<file path="src/rtl/core/cdo_pkg.sv">
package cdo_pkg;

	// field widths
	localparam int OFFSET_BITS = 17;
	localparam int YEAR_W      = 14;
	localparam int MONTH_W     = 4;
	localparam int DAY_W       = 5;
	localparam int ERR_W       = 2;

	// stream packing, first field lowest
	localparam int IN_YEAR_LSB  = 0;
	localparam int IN_MONTH_LSB = IN_YEAR_LSB + YEAR_W;
	localparam int IN_DAY_LSB   = IN_MONTH_LSB + MONTH_W;
	localparam int IN_OFF_LSB   = IN_DAY_LSB + DAY_W;
	localparam int IN_W         = IN_OFF_LSB + OFFSET_BITS;
	localparam int IN_TDATA_W   = ((IN_W + 7) / 8) * 8;
	localparam int OUT_W        = YEAR_W + MONTH_W + DAY_W;
	localparam int OUT_TDATA_W  = ((OUT_W + 7) / 8) * 8;
	localparam int OUT_TUSER_W  = 8;

	// working widths
	localparam int ACC_W  = OFFSET_BITS + 2;  // signed day accumulator
	localparam int YACC_W = YEAR_W + 3;       // signed running year
	localparam int RES_W  = 9;                // year within the 400-year cycle
	localparam int YLEN_W = 9;

	localparam int YEAR_MAX    = 9999;
	localparam int CYCLE_YEARS = 400;
	localparam int BIG_STRIDE  = 3200;

	// error codes
	localparam logic [ERR_W-1:0] ERR_OK    = 2'd0;
	localparam logic [ERR_W-1:0] ERR_MONTH = 2'd1;
	localparam logic [ERR_W-1:0] ERR_YEAR  = 2'd2;

	// microcode fields
	localparam int STEP_W = 4;
	localparam int OP_W   = 4;
	localparam int COND_W = 4;

	localparam logic [OP_W-1:0] OP_NOP     = 4'd0;
	localparam logic [OP_W-1:0] OP_LOAD    = 4'd1;
	localparam logic [OP_W-1:0] OP_SUB_BIG = 4'd2;
	localparam logic [OP_W-1:0] OP_SUB_CYC = 4'd3;
	localparam logic [OP_W-1:0] OP_FMON    = 4'd4;
	localparam logic [OP_W-1:0] OP_FYEAR   = 4'd5;
	localparam logic [OP_W-1:0] OP_BMON    = 4'd6;
	localparam logic [OP_W-1:0] OP_BYEAR   = 4'd7;
	localparam logic [OP_W-1:0] OP_DONE    = 4'd8;

	localparam logic [COND_W-1:0] C_ALWAYS  = 4'd0;
	localparam logic [COND_W-1:0] C_START   = 4'd1;
	localparam logic [COND_W-1:0] C_MBAD    = 4'd2;
	localparam logic [COND_W-1:0] C_RGE_BIG = 4'd3;
	localparam logic [COND_W-1:0] C_RGE_CYC = 4'd4;
	localparam logic [COND_W-1:0] C_FMON1   = 4'd5;
	localparam logic [COND_W-1:0] C_FYEAR   = 4'd6;
	localparam logic [COND_W-1:0] C_FMON    = 4'd7;
	localparam logic [COND_W-1:0] C_BMON1   = 4'd8;
	localparam logic [COND_W-1:0] C_BYEAR   = 4'd9;
	localparam logic [COND_W-1:0] C_BMON    = 4'd10;

	// program steps
	localparam logic [STEP_W-1:0] STEP_IDLE     = 4'd0;
	localparam logic [STEP_W-1:0] STEP_CHECK    = 4'd1;
	localparam logic [STEP_W-1:0] STEP_RED_BIG  = 4'd2;
	localparam logic [STEP_W-1:0] STEP_RED_CYC  = 4'd3;
	localparam logic [STEP_W-1:0] STEP_FWD_MON1 = 4'd4;
	localparam logic [STEP_W-1:0] STEP_FWD_YEAR = 4'd5;
	localparam logic [STEP_W-1:0] STEP_FWD_MON  = 4'd6;
	localparam logic [STEP_W-1:0] STEP_BWD_MON1 = 4'd7;
	localparam logic [STEP_W-1:0] STEP_BWD_YEAR = 4'd8;
	localparam logic [STEP_W-1:0] STEP_BWD_MON  = 4'd9;
	localparam logic [STEP_W-1:0] STEP_DONE     = 4'd10;

	typedef struct packed {
		logic [OP_W-1:0]   op;
		logic [COND_W-1:0] cond;
		logic [STEP_W-1:0] target;
		logic              stay;   // hold the step while the condition is false
	} ucode_t;

	// leap test on the year's place in the 400-year cycle
	function automatic logic is_leap(input logic [RES_W-1:0] r);
		return (r[1:0] == 2'b00) && (r != RES_W'(100)) && (r != RES_W'(200))
			&& (r != RES_W'(300));
	endfunction

	function automatic logic [DAY_W-1:0] month_days(input logic [MONTH_W-1:0] m,
		input logic leap);
		logic [DAY_W-1:0] n;
		case (m)
			4'd2:    n = leap ? 5'd29 : 5'd28;
			4'd4:    n = 5'd30;
			4'd6:    n = 5'd30;
			4'd9:    n = 5'd30;
			4'd11:   n = 5'd30;
			default: n = 5'd31;
		endcase
		return n;
	endfunction

	function automatic logic [YLEN_W-1:0] year_days(input logic leap);
		return leap ? 9'd366 : 9'd365;
	endfunction

endpackage

</file>
<file path="src/rtl/core/cdo_ucode_rom.sv">
module cdo_ucode_rom
	import cdo_pkg::*;
(
	input  logic [STEP_W-1:0] step,
	output ucode_t            cw
);

	// on a true condition: run op, go to target; otherwise next step (or stay)
	always_comb begin
		case (step)
			STEP_IDLE:     cw = '{op: OP_LOAD,    cond: C_START,   target: STEP_CHECK,    stay: 1'b1};
			STEP_CHECK:    cw = '{op: OP_NOP,     cond: C_MBAD,    target: STEP_DONE,     stay: 1'b0};
			STEP_RED_BIG:  cw = '{op: OP_SUB_BIG, cond: C_RGE_BIG, target: STEP_RED_BIG,  stay: 1'b0};
			STEP_RED_CYC:  cw = '{op: OP_SUB_CYC, cond: C_RGE_CYC, target: STEP_RED_CYC,  stay: 1'b0};
			STEP_FWD_MON1: cw = '{op: OP_FMON,    cond: C_FMON1,   target: STEP_FWD_MON1, stay: 1'b0};
			STEP_FWD_YEAR: cw = '{op: OP_FYEAR,   cond: C_FYEAR,   target: STEP_FWD_YEAR, stay: 1'b0};
			STEP_FWD_MON:  cw = '{op: OP_FMON,    cond: C_FMON,    target: STEP_FWD_MON,  stay: 1'b0};
			STEP_BWD_MON1: cw = '{op: OP_BMON,    cond: C_BMON1,   target: STEP_BWD_MON1, stay: 1'b0};
			STEP_BWD_YEAR: cw = '{op: OP_BYEAR,   cond: C_BYEAR,   target: STEP_BWD_YEAR, stay: 1'b0};
			STEP_BWD_MON:  cw = '{op: OP_BMON,    cond: C_BMON,    target: STEP_BWD_MON,  stay: 1'b0};
			STEP_DONE:     cw = '{op: OP_DONE,    cond: C_ALWAYS,  target: STEP_IDLE,     stay: 1'b0};
			default:       cw = '{op: OP_NOP,     cond: C_ALWAYS,  target: STEP_IDLE,     stay: 1'b0};
		endcase
	end

endmodule

</file>
<file path="src/rtl/core/calendar_date_offset.sv">
// calendar_date_offset: gregorian date plus a signed day offset
//
// input stream (s_axis): one word per request holding start year, month, day and
// the two's complement day offset. output stream (m_axis): one word per request
// with the normalised date, the error code travelling in tuser.
// a small microcoded sequencer walks the day count through the calendar: first
// it reduces the year modulo 400 (for the leap test), then steps single months
// up to january, whole years (one year per cycle), then single months again;
// a negative count walks backwards the same way.
// a bad month goes from the check step straight to the final step; a valid date
// also passes through every reduction and walking step, and takes longer with each
// residue subtraction (up to 11), each single month (up to 23) and each whole year
// (about |offset| / 365).
// one request is worked on at a time: s_axis_tready is high only while the
// sequencer is idle, and the next word is taken as soon as the result has been
// moved to the output register, even if that result is still waiting.
// if the receiver stalls, the result holds in the output register and the
// sequencer waits at its final step until the register is free.
// reset (arst_n low) returns the sequencer to idle and drops m_axis_tvalid.
module calendar_date_offset
	import cdo_pkg::*;
(
	input  logic                   clk,
	input  logic                   arst_n,
	input  logic                   s_axis_tvalid,
	output logic                   s_axis_tready,
	// start_year[13:0], start_month[17:14], start_day[22:18], offset_days[39:23]
	input  logic [IN_TDATA_W-1:0]  s_axis_tdata,
	output logic                   m_axis_tvalid,
	input  logic                   m_axis_tready,
	// result_year[13:0], result_month[17:14], result_day[22:18], zero pad above
	output logic [OUT_TDATA_W-1:0] m_axis_tdata,
	// error_code[1:0], zero pad above
	output logic [OUT_TUSER_W-1:0] m_axis_tuser
);

	// sequencer
	logic [STEP_W-1:0] step_q;
	ucode_t            cw;

	// working registers
	logic signed [ACC_W-1:0]  d_q;   // running day count
	logic signed [YACC_W-1:0] y_q;   // running year
	logic [MONTH_W-1:0]       m_q;   // running month
	logic [YEAR_W-1:0]        r_q;   // year modulo 400 once reduced
	logic [YEAR_W-1:0]        ey_q;  // echo of the input date
	logic [MONTH_W-1:0]       em_q;
	logic [DAY_W-1:0]         ed_q;

	// output register
	logic               out_valid_q;
	logic [YEAR_W-1:0]  out_year_q;
	logic [MONTH_W-1:0] out_month_q;
	logic [DAY_W-1:0]   out_day_q;
	logic [ERR_W-1:0]   out_err_q;

	// input word fields
	logic [YEAR_W-1:0]      in_year;
	logic [MONTH_W-1:0]     in_month;
	logic [DAY_W-1:0]       in_day;
	logic [OFFSET_BITS-1:0] in_off;

	assign in_year  = s_axis_tdata[IN_YEAR_LSB +: YEAR_W];
	assign in_month = s_axis_tdata[IN_MONTH_LSB +: MONTH_W];
	assign in_day   = s_axis_tdata[IN_DAY_LSB +: DAY_W];
	assign in_off   = s_axis_tdata[IN_OFF_LSB +: OFFSET_BITS];

	cdo_ucode_rom u_rom (
		.step (step_q),
		.cw   (cw)
	);

	// calendar datapath terms
	logic [RES_W-1:0]        r_lo, r_inc, r_dec;
	logic                    leap_cur, leap_prev, m_is_jan, m_is_dec, mbad;
	logic [MONTH_W-1:0]      m_back;
	logic [DAY_W-1:0]        mlen_cur, mlen_back;
	logic [YLEN_W-1:0]       ylen_cur, ylen_prev;
	logic signed [ACC_W-1:0] mlen_cur_s, mlen_back_s, ylen_cur_s, ylen_prev_s;
	logic signed [ACC_W-1:0] d_back_year;
	logic                    d_gt_mlen, d_le0, back_year_le0, y_out_range;

	assign r_lo     = r_q[RES_W-1:0];
	assign r_inc    = (r_lo == RES_W'(CYCLE_YEARS - 1)) ? '0 : r_lo + 1'b1;
	assign r_dec    = (r_lo == '0) ? RES_W'(CYCLE_YEARS - 1) : r_lo - 1'b1;
	assign leap_cur  = is_leap(r_lo);
	assign leap_prev = is_leap(r_dec);

	assign m_is_jan = (m_q == 4'd1);
	assign m_is_dec = (m_q == 4'd12);
	assign mbad     = (m_q == 4'd0) || (m_q > 4'd12);
	assign m_back   = m_is_jan ? 4'd12 : m_q - 1'b1;

	assign mlen_cur  = month_days(m_q, leap_cur);
	assign mlen_back = month_days(m_back, m_is_jan ? leap_prev : leap_cur);
	assign ylen_cur  = year_days(leap_cur);
	assign ylen_prev = year_days(leap_prev);

	assign mlen_cur_s  = $signed({{(ACC_W - DAY_W){1'b0}}, mlen_cur});
	assign mlen_back_s = $signed({{(ACC_W - DAY_W){1'b0}}, mlen_back});
	assign ylen_cur_s  = $signed({{(ACC_W - YLEN_W){1'b0}}, ylen_cur});
	assign ylen_prev_s = $signed({{(ACC_W - YLEN_W){1'b0}}, ylen_prev});

	assign d_back_year   = d_q + ylen_prev_s;
	assign d_le0         = d_q[ACC_W-1] || (d_q == '0);
	assign back_year_le0 = d_back_year[ACC_W-1] || (d_back_year == '0);
	assign d_gt_mlen     = d_q > mlen_cur_s;
	assign y_out_range   = y_q[YACC_W-1] || (y_q > $signed(YACC_W'(YEAR_MAX)));

	// jump condition
	logic cond_true, out_block, fire;

	always_comb begin
		case (cw.cond)
			C_ALWAYS:  cond_true = 1'b1;
			C_START:   cond_true = s_axis_tvalid;
			C_MBAD:    cond_true = mbad;
			C_RGE_BIG: cond_true = r_q >= YEAR_W'(BIG_STRIDE);
			C_RGE_CYC: cond_true = r_q >= YEAR_W'(CYCLE_YEARS);
			C_FMON1:   cond_true = !m_is_jan && d_gt_mlen;
			C_FYEAR:   cond_true = m_is_jan && (d_q > ylen_cur_s);
			C_FMON:    cond_true = d_gt_mlen;
			C_BMON1:   cond_true = !m_is_jan && d_le0;
			C_BYEAR:   cond_true = m_is_jan && d_le0 && back_year_le0;
			C_BMON:    cond_true = d_le0;
			default:   cond_true = 1'b0;
		endcase
	end

	// the final step waits while the output register holds a word that is not being taken
	assign out_block = (cw.op == OP_DONE) && out_valid_q && !m_axis_tready;
	assign fire      = cond_true && !out_block;

	assign s_axis_tready = (step_q == STEP_IDLE);

	always_ff @(posedge clk or negedge arst_n) begin
		if (!arst_n) begin
			step_q <= STEP_IDLE;
		end else if (fire) begin
			step_q <= cw.target;
		end else if (!cw.stay && !out_block) begin
			step_q <= step_q + 1'b1;
		end
	end

	// datapath, one operation per fired step
	always_ff @(posedge clk) begin
		if (fire) begin
			case (cw.op)
				OP_LOAD: begin
					y_q  <= $signed({{(YACC_W - YEAR_W){1'b0}}, in_year});
					m_q  <= in_month;
					d_q  <= $signed({{(ACC_W - DAY_W){1'b0}}, in_day})
						+ $signed({{(ACC_W - OFFSET_BITS){in_off[OFFSET_BITS-1]}}, in_off});
					r_q  <= in_year;
					ey_q <= in_year;
					em_q <= in_month;
					ed_q <= in_day;
				end
				OP_SUB_BIG: r_q <= r_q - YEAR_W'(BIG_STRIDE);
				OP_SUB_CYC: r_q <= r_q - YEAR_W'(CYCLE_YEARS);
				OP_FMON: begin
					d_q <= d_q - mlen_cur_s;
					if (m_is_dec) begin
						m_q <= 4'd1;
						y_q <= y_q + 1'b1;
						r_q <= YEAR_W'(r_inc);
					end else begin
						m_q <= m_q + 1'b1;
					end
				end
				OP_FYEAR: begin
					d_q <= d_q - ylen_cur_s;
					y_q <= y_q + 1'b1;
					r_q <= YEAR_W'(r_inc);
				end
				OP_BMON: begin
					d_q <= d_q + mlen_back_s;
					m_q <= m_back;
					if (m_is_jan) begin
						y_q <= y_q - 1'b1;
						r_q <= YEAR_W'(r_dec);
					end
				end
				OP_BYEAR: begin
					d_q <= d_back_year;
					y_q <= y_q - 1'b1;
					r_q <= YEAR_W'(r_dec);
				end
				default: begin
				end
			endcase
		end
	end

	// output register
	always_ff @(posedge clk or negedge arst_n) begin
		if (!arst_n) begin
			out_valid_q <= 1'b0;
		end else if (fire && (cw.op == OP_DONE)) begin
			out_valid_q <= 1'b1;
		end else if (m_axis_tready) begin
			out_valid_q <= 1'b0;
		end
	end

	always_ff @(posedge clk) begin
		if (fire && (cw.op == OP_DONE)) begin
			if (mbad || y_out_range) begin
				// echo the input date on either error
				out_year_q  <= ey_q;
				out_month_q <= em_q;
				out_day_q   <= ed_q;
				out_err_q   <= mbad ? ERR_MONTH : ERR_YEAR;
			end else begin
				out_year_q  <= y_q[YEAR_W-1:0];
				out_month_q <= m_q;
				out_day_q   <= d_q[DAY_W-1:0];
				out_err_q   <= ERR_OK;
			end
		end
	end

	assign m_axis_tvalid = out_valid_q;
	assign m_axis_tdata  = {{(OUT_TDATA_W - OUT_W){1'b0}}, out_day_q, out_month_q, out_year_q};
	assign m_axis_tuser  = {{(OUT_TUSER_W - ERR_W){1'b0}}, out_err_q};

	// checks

	// the cycle residue is reduced before any calendar step uses it
	a_residue_reduced: assert property (@(posedge clk) disable iff (!arst_n)
		(step_q >= STEP_FWD_MON1 && step_q < STEP_DONE) |-> (r_q < YEAR_W'(CYCLE_YEARS)))
		else $error("year residue not reduced below 400");

	// a valid date reaches the final step with a day inside the month
	a_day_normalised: assert property (@(posedge clk) disable iff (!arst_n)
		(step_q == STEP_DONE && !mbad) |-> (!d_le0 && !d_gt_mlen))
		else $error("day count not normalised at the final step");

	// a result reported as ok carries a real calendar date
	a_ok_is_date: assert property (@(posedge clk) disable iff (!arst_n)
		(out_valid_q && out_err_q == ERR_OK)
			|-> (out_month_q >= 4'd1 && out_month_q <= 4'd12 && out_day_q != '0))
		else $error("ok result with an impossible date");

endmodule
</file>
<file path="config.mk">
export PLATFORM = sky130hd
export DESIGN_NAME = calendar_date_offset
export DESIGN_NICKNAME = d
export VERILOG_FILES = /design/src/rtl/core/cdo_pkg.sv /design/src/rtl/core/cdo_ucode_rom.sv /design/src/rtl/core/calendar_date_offset.sv
export SDC_FILE = /design/constraint.sdc
export NUM_CORES = 1
export LEC_CHECK = 0
export BUFFER_PORTS_ARGS = -buffer_cell sky130_fd_sc_hd__buf_4
export CORE_MARGIN = 2
export CORE_UTILIZATION = 30
export DETAILED_ROUTE_END_ITERATION = 16
export HOLD_SLACK_MARGIN = 0.1
export SLEW_MARGIN = 20
export SYNTH_ARGS = -nofsm -noshare
export SYNTH_HDL_FRONTEND = slang
export SYNTH_SLANG_ARGS = --single-unit
</file>
<file path="constraint.sdc">
create_clock -name clk -period 7 [get_ports clk]
set_input_delay 1.05 -clock clk [delete_from_list [all_inputs] [get_ports clk]]
set_output_delay 1.05 -clock clk [all_outputs]
set_load 0.02 [all_outputs]
</file>
==> impl_summary.log, run 1 <==
INFO  metric result_of_the_run = complete, no violations
INFO  metric multi_input_comb_area = 5460 um^2
INFO  metric static-leakage-power = 0.00383 uW
INFO  metric r2r-end = r_q[5]
INFO  metric syn-instance-count = 1018
INFO  metric ys_async_sr_fraction = approximately 4.7%
INFO  metric setup_tns = 0 ps
INFO  metric totalPowerFinal = 5830 uW
INFO  metric startpoint = r_q[4]
INFO  metric synth_area_per_cell = 8.87 um^2
INFO  metric final_net_count = 1151
INFO  metric port_buffers = 70
INFO  metric rsz_0062_raised_after_global_routing = false
INFO  metric hold-worst-slack = 470 ps
INFO  metric powerDensity = ~570 nW/um^2
INFO  metric detail-route-antenna-nets = 0
INFO  metric synth-edff-count = 102
INFO  metric ys_top_cells_by_count = sky130_fd_sc_hd__edfxtp_1, sky130_fd_sc_hd__nand2_1, sky130_fd_sc_hd__nor2_1
INFO  metric slew-limit-headroom = 39.6%
INFO  metric full_die_area = 31500 um^2
INFO  metric io_pins = 78
INFO  metric vias_post_dr = about 8100
INFO  metric cts.reportedPaths.clkPinSlew = ~90 ps
INFO  metric cts_tree = done
INFO  metric vias_per_cell = between 5 and 6
INFO  metric die_span_in_y = about 180 um
INFO  metric numCtsBuffers = 9
INFO  metric path_max_fanout = 10
INFO  metric yosysMostFrequentCell = sky130_fd_sc_hd__edfxtp_1
INFO  metric synth-simple-area-share = between 10% and 20%
INFO  metric cts_hold_buffers = 0
INFO  metric grt_start_max_net_pins = 46
INFO  metric ctsHtreeMaxLevel = 3
INFO  metric cap_violations = 0
INFO  metric finalCriticalPeriod = 6430 ps
INFO  metric r2r_cells = 21
INFO  metric placeableCoreArea = 29600 um^2
INFO  metric worst_clock_skew = about 16 ps
INFO  metric antenna_violations_before_repair = 0
INFO  metric synth_top_cell_area_share = 33.9%
INFO  metric post-route-period-util = 91.8%
INFO  metric via_count_of_the_first_global_routing_pass = 7741
INFO  metric min_path_type = in -> async
INFO  metric critical_register_to_register_path_startpoint = r_q[4]
INFO  metric drc_marker_count_from_the_first_detailed_route_iteration = 842
INFO  metric clock_insertion_delay_worst_skew = between 300 and 400 ps
INFO  metric filler_cell_count = 3070
INFO  metric synth_area = 9030 um^2
INFO  metric drt-wirelength-per-cell = 19.1 um
INFO  metric main_synth_ff_type = sky130_fd_sc_hd__edfxtp_1
INFO  metric synth_cell_type_count = 81
INFO  metric grt_overflow = 0
INFO  metric drive_above_1_share = about 15%
INFO  metric worst-slew-pin-transition = between 800 and 900 ps
INFO  metric detailedPlacementHpwl = 20000 um
INFO  metric synth_compound_area_share = 22.4%
INFO  metric synth-seq-area-share = 35.3%
INFO  metric crit_required = between 7000 and 8000 ps
INFO  metric grt.total_usage = 17.6%
INFO  metric die_extent_in_x = ~180 um
INFO  metric synthesized_area_fraction_occupied_by_xor_and_xnor_cells = under 10%
INFO  metric clock_tree.root_cell = sky130_fd_sc_hd__clkbuf_16
INFO  metric cp.arrival = 6450 ps
INFO  metric synth.area.top_cells = sky130_fd_sc_hd__edfxtp_1, sky130_fd_sc_hd__ha_1, sky130_fd_sc_hd__a21oi_1
INFO  metric combinational_family_with_the_most_area_after_synthesis = compound AO/OA/AOI/OAI gates
INFO  metric yosys.area.top_type = sky130_fd_sc_hd__edfxtp_1
INFO  metric seqCellArea = 3190 um^2
INFO  metric setup.worst_path.start_class = flip-flop
INFO  metric critical_path_end_type = flip-flop
INFO  metric report.final.hold_viol_count = 0
INFO  metric highest_attainable_clock_frequency = between 0.15 and 0.2 GHz
INFO  metric floorplan.rows = 63
INFO  metric routed_wirelength = ~28000 um
INFO  metric peakVddDrop = 0.273 mV
INFO  metric synth_seq_cells = 107
INFO  metric clock_sinks = 107
INFO  metric post_route_drc_violation_count = 0
INFO  metric synthAdderAreaFrac = 8.12%
INFO  metric gp_weighted_congestion = 0.902
INFO  metric standard_cell_area_after_detailed_placement = 9900 um^2
INFO  metric non_filler_cell_area_final = 10300 um^2
INFO  metric setup.worst_path.class = reg -> reg
INFO  metric regToRegSetupSlack = 570 ps
INFO  metric cts_max_path_buffers = 2
INFO  metric drt-pass1-iter-count = 5
INFO  metric syn_to_final_growth = 13.7%
INFO  metric antennaDiodeCount = 0
INFO  metric setup_viol = 0
INFO  metric timing_max_transition_violations_final = 0
INFO  metric yosys-mux-area-fraction = 4.60%
INFO  metric first_pass_grt_wire_length = 43400 um
INFO  metric initial_utilization = a little under a third
INFO  metric yosysWarnings = 0
[cell type report]
class                           count  area share (%)
Tap cell                          390            4.75
Multi-Input combinational cell    810            53.2
Inverter                           40            1.46
Clock buffer                        9            2.19
Clock inverter                      7            1.23
Sequential cell                   107            31.1
Timing Repair Buffer               84            6.14
[worst max-delay path, stage by stage, from the launching register on]
cell	delay [ps]
sky130_fd_sc_hd__edfxtp_1	510
sky130_fd_sc_hd__inv_1	160
sky130_fd_sc_hd__ha_1	250
sky130_fd_sc_hd__nand2b_1	160
sky130_fd_sc_hd__nand3b_1	240
sky130_fd_sc_hd__nor3b_1	460
sky130_fd_sc_hd__nor2_1	160
sky130_fd_sc_hd__nand3b_1	180
sky130_fd_sc_hd__nor4bb_1	250
sky130_fd_sc_hd__o21ai_0	150
sky130_fd_sc_hd__nand4_1	190
sky130_fd_sc_hd__ha_1	240
sky130_fd_sc_hd__inv_1	70
sky130_fd_sc_hd__fa_1	430
sky130_fd_sc_hd__or3b_1	300
sky130_fd_sc_hd__a311oi_2	220
sky130_fd_sc_hd__or3_1	420
sky130_fd_sc_hd__a222oi_1	350
sky130_fd_sc_hd__nand4_2	190
sky130_fd_sc_hd__a31oi_4	410
sky130_fd_sc_hd__nand2_1	260
sky130_fd_sc_hd__a221oi_1	460
[metrics by stage]
step	utilization [%]	setup WS, ps	instances
after floorplan	-	896	1024
after global placement	33.4	659	1431
after detailed placement	33.4	470	1431
after CTS	34.6	401	1447
after global routing	34.6	35.6	1447
final	34.6	571	1447
[where the power goes]
part	total (uW)	switching, uW	leakage, uW	internal, uW
Combinational	3610	2240	0.00266	1370
Clock	615	287	0.000171	329
Sequential	1610	448	0.000997	1160
Total	5830	2970	0.00383	2860
[worst max path at each step]
stage | endpoint | slack [ps] | depth (start not counted)
after global routing | r_q[5] | 40 | 21
after global placement | r_q[4] | 660 | 21
final | r_q[5] | 570 | 21
after detailed placement | r_q[6] | 470 | 21
after CTS | r_q[5] | 400 | 21
after floorplan | ed_q[0] | 900 | 21
[cell families after synthesis]
kind of cell,after synthesis
multiplexers,37
other,1
adder cells (fa/ha/maj),55
flip-flops,107
XOR/XNOR,56
AO/OA/AOI/OAI,306
buffers and inverters,107
AND/OR/NAND/NOR,349
[cell usage in the layout, fill, tap and decap left out, types with 9 or more instances in the layout]
master / synthesis / layout
sky130_fd_sc_hd__o21ai_0: 70 / 70
sky130_fd_sc_hd__xnor2_1: 28 / 28
sky130_fd_sc_hd__and3_1: 11 / 11
sky130_fd_sc_hd__nand3_1: 32 / 32
sky130_fd_sc_hd__mux2_2: 26 / 26
sky130_fd_sc_hd__buf_4: 7 / 84
sky130_fd_sc_hd__o22ai_1: 12 / 12
sky130_fd_sc_hd__nand4_1: 10 / 10
sky130_fd_sc_hd__edfxtp_1: 102 / 102
sky130_fd_sc_hd__nor4_1: 10 / 10
sky130_fd_sc_hd__nor3_1: 34 / 33
sky130_fd_sc_hd__clkbuf_16: 0 / 9
sky130_fd_sc_hd__a21o_1: 9 / 9
sky130_fd_sc_hd__nor2b_1: 18 / 18
sky130_fd_sc_hd__mux2i_1: 10 / 10
sky130_fd_sc_hd__and2_1: 9 / 9
sky130_fd_sc_hd__a31oi_1: 13 / 13
sky130_fd_sc_hd__inv_1: 40 / 40
sky130_fd_sc_hd__a211oi_1: 12 / 12
sky130_fd_sc_hd__nand2_1: 89 / 89
sky130_fd_sc_hd__nor2_1: 87 / 83
sky130_fd_sc_hd__a21oi_1: 83 / 82
sky130_fd_sc_hd__ha_1: 49 / 49
sky130_fd_sc_hd__xor2_1: 28 / 28
[routing by layer]
| layer | track usage, % | vias up | share of wire [%] |
|---|---|---|---|
| li1 | - | 3874 | - |
| met1 | 24.3 | 3879 | 46 |
| met2 | 26.7 | 296 | 44 |
| met3 | 2.63 | 64 | 5.7 |
| met4 | 8.85 | 0 | 4.0 |
| met5 | 0 | - | 0 |
[state kept, by name, summed over array words and instances, names as in the netlist]
signal         cells
d_q               19
y_q               17
ey_q              14
out_year_q        14
r_q               14
ed_q               5
out_day_q          5
em_q               4
m_q                4
out_month_q        4
step_q             4
out_err_q          2
m_axis_tvalid      1
[what timing repair did]
| action | CTS | global route |
|---|---|---|
| resized for setup | 0 | 1 |
| endpoints found under the setup margin | 0 | 91 |
| buffers inserted | 0 | 0 |
Note: power is estimated with default switching activity, not from simulation.
==> run 2, diff against run 1 <==
--- a/config.mk
+++ b/config.mk
@@ -5,6 +5,7 @@
 export SDC_FILE = /design/constraint.sdc
 export NUM_CORES = 1
 export LEC_CHECK = 0
+export ABC_AREA = 1
 export BUFFER_PORTS_ARGS = -buffer_cell sky130_fd_sc_hd__buf_4
 export CORE_MARGIN = 2
 export CORE_UTILIZATION = 30
==> run 2 against run 1 <==
Core utilization decreased by 0.57 points. First-iteration DRC count decreased by 7.5%. Sequential share of layout area decreased by 0.22 points. Setup slack improved by 910 ps. Non-clock buffer count decreased by 7. Global-route usage increased by 0.19 points. Clock power decreased by 14%. Cell count increased by 19%. Critical path depth increased by 10. Register-to-register slack improved by 910 ps. Critical endpoint is now out_month_q[1]. Highest routed layer unchanged.
==> impl_summary.log, run 2 <==
INFO  metric syn_to_final_growth = 12.5%
INFO  metric layout.cells.most_common_list = sky130_fd_sc_hd__nand2_1, sky130_fd_sc_hd__inv_1, sky130_fd_sc_hd__nor2_1, sky130_fd_sc_hd__edfxtp_1, sky130_fd_sc_hd__nand3_1
INFO  metric synth_area = 9190 um^2 (+1.8%)
INFO  metric post_route_drc_violation_count = 0 (unchanged)
INFO  metric cap_violations = 0 (unchanged)
INFO  metric combinational_family_with_the_most_area_after_synthesis = simple AND/OR/NAND/NOR gates
INFO  metric finalCriticalPeriod = 5520 ps (-906 ps)
INFO  metric max_reg_flops = 19 (unchanged)
INFO  metric drive_above_1_share = 10.7% (-4.4 points)
INFO  metric floorplan.rows = 64 (+1.6%)
INFO  metric post_route_non_filler_standard_cell_count = 1716 (+19%)
INFO  metric main_synth_ff_type = sky130_fd_sc_hd__edfxtp_1
INFO  metric grt_overflow = 0 (unchanged)
INFO  metric via_count_of_the_first_global_routing_pass = 8133 (+5.1%)
INFO  metric synthAdderAreaFrac = 7.98% (-0.14 points)
INFO  metric grt.total_usage = 17.8% (+0.19 points)
INFO  metric critical_path_end_type = flip-flop
INFO  metric yosysWarnings = 0 (unchanged)
INFO  metric yosysMostFrequentCell = sky130_fd_sc_hd__nand2_1
INFO  metric synth.area.top_cells = sky130_fd_sc_hd__edfxtp_1, sky130_fd_sc_hd__nand2_1, sky130_fd_sc_hd__ha_1
INFO  metric cts.reportedPaths.clkPinSlew = 90 ps (about the same)
INFO  metric yosys.area.top_type = sky130_fd_sc_hd__edfxtp_1
INFO  metric first_pass_grt_wire_length = 44300 um (+2.1%)
INFO  metric timing_max_transition_violations_final = 0 (unchanged)
INFO  metric clock_insertion_delay_worst_skew = 370 ps (about the same)
INFO  metric detail-route-antenna-nets = 0 (unchanged)
INFO  metric detailedPlacementHpwl = 21600 um (+8.2%)
INFO  metric clock_sinks = 107 (unchanged)
INFO  metric mostFrequentLayoutCell = sky130_fd_sc_hd__nand2_1
INFO  metric clock_tree.root_cell = sky130_fd_sc_hd__clkbuf_16
INFO  metric synthesized_area_fraction_occupied_by_xor_and_xnor_cells = 4.10% (-1.3 points)
INFO  metric io_pins = 78 (unchanged)
INFO  metric peakVddDrop = 0.270 mV (-1.1%)
INFO  metric post_cts_buffers = 0 (unchanged)
INFO  metric numCtsBuffers = 9 (unchanged)
INFO  metric final_net_count = 1414 (+23%)
INFO  metric ys_top_cells_by_count = sky130_fd_sc_hd__nand2_1, sky130_fd_sc_hd__inv_1, sky130_fd_sc_hd__nor2_1
INFO  metric crit_path_top_delay_cell = sky130_fd_sc_hd__nor2_2
INFO  metric static-leakage-power = 0.00453 uW (+18%)
INFO  metric report.final.hold_viol_count = 0 (unchanged)
INFO  metric synth_cell_type_count = 58 (-28%)
INFO  metric standard_cell_area_after_detailed_placement = 10000 um^2 (+1.4%)
INFO  metric crit_required = 7050 ps (+30 ps)
INFO  metric drt-pass1-iter-count = 5 (unchanged)
INFO  metric antenna_violations_before_repair = 0 (unchanged)
INFO  metric setup_tns = 0 ps (unchanged)
INFO  metric syn-instance-count = 1265 (+24%)
INFO  metric worst-slew-pin-transition = 902 ps (+8.52 ps)
INFO  metric setup_viol = 0 (unchanged)
INFO  metric gp_weighted_congestion = 0.907 (+0.60%)
INFO  metric yosys-mux-area-fraction = 0% (-4.6 points)
INFO  metric largest-register = d_q
INFO  metric cts_max_path_buffers = 2 (unchanged)
INFO  metric rsz_0062_raised_after_global_routing = false
INFO  metric die_extent_in_x = 179 um (+0.86%)
INFO  metric final.setup.worst_slack = 1480 ps (+906 ps)
INFO  metric antennaDiodeCount = 0 (unchanged)
INFO  metric cts_tree = done
INFO  metric cp.arrival = 5570 ps (-880 ps)
INFO  metric port_buffers = 70 (unchanged)
INFO  metric postCtsResizedCells = 0 (unchanged)
INFO  metric path_max_fanout = 17 (+7)
INFO  metric ys_async_sr_fraction = 4.67% (unchanged)
INFO  metric cts_hold_buffers = 0 (unchanged)
INFO  metric min_path_type = in -> async
INFO  metric seqCellArea = 3190 um^2 (unchanged)
INFO  metric drc_marker_count_from_the_first_detailed_route_iteration = 779 (-7.5%)
INFO  metric synth-seq-area-share = 34.7% (-0.61 points)
INFO  metric grt_start_max_net_pins = 35 (-24%)
INFO  metric multi_input_comb_area = 5210 um^2 (-4.6%)
INFO  metric post-place-ws = 1550 ps (+1080 ps)
INFO  metric synth_area_per_cell = 7.26 um^2 (-18%)
INFO  metric post-route-period-util = 78.9% (-13 points)
INFO  metric highest_attainable_clock_frequency = 0.181 GHz (+16%)
INFO  metric initial_utilization = 30.3% (-0.19 points)
INFO  metric cpPeakStageDelay = 530 ps (+20 ps)
INFO  metric die_span_in_y = 179 um (+0.86%)
INFO  metric non_filler_cell_area_final = 10300 um^2 (+0.72%)
INFO  metric registers_with_the_most_flip_flops = d_q (19), y_q (17)
INFO  metric placeableCoreArea = 30300 um^2 (+2.4%)
INFO  metric synth-edff-count = 102 (unchanged)
INFO  metric slew-limit-headroom = 39.2% (-0.36 points)
INFO  metric routed_wirelength = 28100 um (+2.1%)
INFO  metric synth_top_cell_area_share = 33.3% (-0.59 points)
INFO  metric synth_seq_cells = 107 (unchanged)
INFO  metric vias_per_cell = 5.05 (-9.9%)
INFO  metric full_die_area = 32000 um^2 (+1.7%)
INFO  metric vias_post_dr = 8669 (+6.9%)
INFO  metric filler_cell_count = 3235 (+5.4%)
INFO  metric ctsHtreeMaxLevel = 3 (unchanged)
INFO  metric cp_common_cell = sky130_fd_sc_hd__nand2_1
INFO  metric setup.worst_path.class = reg -> reg
INFO  metric result_of_the_run = complete, no violations
INFO  metric setup.worst_path.start_class = flip-flop
INFO  metric worst_clock_skew = 17.1 ps (+1.50 ps)
INFO  metric synth-simple-area-share = 30.1% (+11 points)
INFO  metric drt-wirelength-per-cell = 16.4 um (-14%)
INFO  metric dp.cells = 1700 (+19%)
INFO  metric powerDensity = 554 nW/um^2 (-2.5%)
INFO  metric synth_compound_area_share = 14.1% (-8.3 points)
-- run 2: path summary, 6_finish.rpt --
check	from	to	slack, ps	cells after the start
max	r_q[4]	out_month_q[1]	1480	31
min	arst_n	step_q[3]	470	1
max reg2reg	r_q[4]	out_month_q[1]	1480	31
min reg2reg	ey_q[1]	out_year_q[1]	520	2
max in group asynchronous	arst_n	m_axis_tvalid	6410	1
min in group clk	ey_q[1]	out_year_q[1]	520	2
-- run 2: per-stage QoR --
step | hold WS (ps) | power (uW) | util, %
floorplan | 487 | 4160 | -
CTS | 461 | 5710 | 34.1
finish | 466 | 5730 | 34.1
detailed placement | 498 | 5170 | 33.1
global route | 462 | 6290 | 34.1
global placement | 492 | 5150 | 33.1
-- run 2: cells by family after synthesis --
kind of cell	count (synthesis)
flip-flops	107
AO/OA/AOI/OAI	215
XOR/XNOR	43
adder cells (fa/ha/maj)	55
buffers and inverters	197
AND/OR/NAND/NOR	647
other	1
-- run 2: metal layers --
metal | track usage [%] | wire length [um] | vias up
met1 | 25.8 | 13800 | 4006
li1 | - | - | 4356
met3 | 2.04 | 1550 | 32
met5 | 0 | 0 | -
met4 | 5.08 | 520 | 0
met2 | 27.9 | 12300 | 275
-- run 2: report_power, final --
group | switching [uW] | internal [uW] | total (uW)
clock | 274 | 254 | 528
sequential | 346 | 1230 | 1570
combinational | 2500 | 1130 | 3630
total | 3120 | 2610 | 5730
-- run 2: cell type report --
class                   instances  area share, %
well taps                     396           4.79
repair buffers                 77           5.59
flip-flops and latches        107           30.8
inverters                     153           5.56
multi-input cells             967           50.4
clock buffers                  10           2.21
clock inverters                 6          0.641
-- run 2: worst max-delay path: cells and delay by family, from the launching register on --
kind	cells	cell delay, ps
fa+ha+maj	3	860
simple gates	22	2830
buf+inv	5	850
compound gates	1	120
flops	1	520
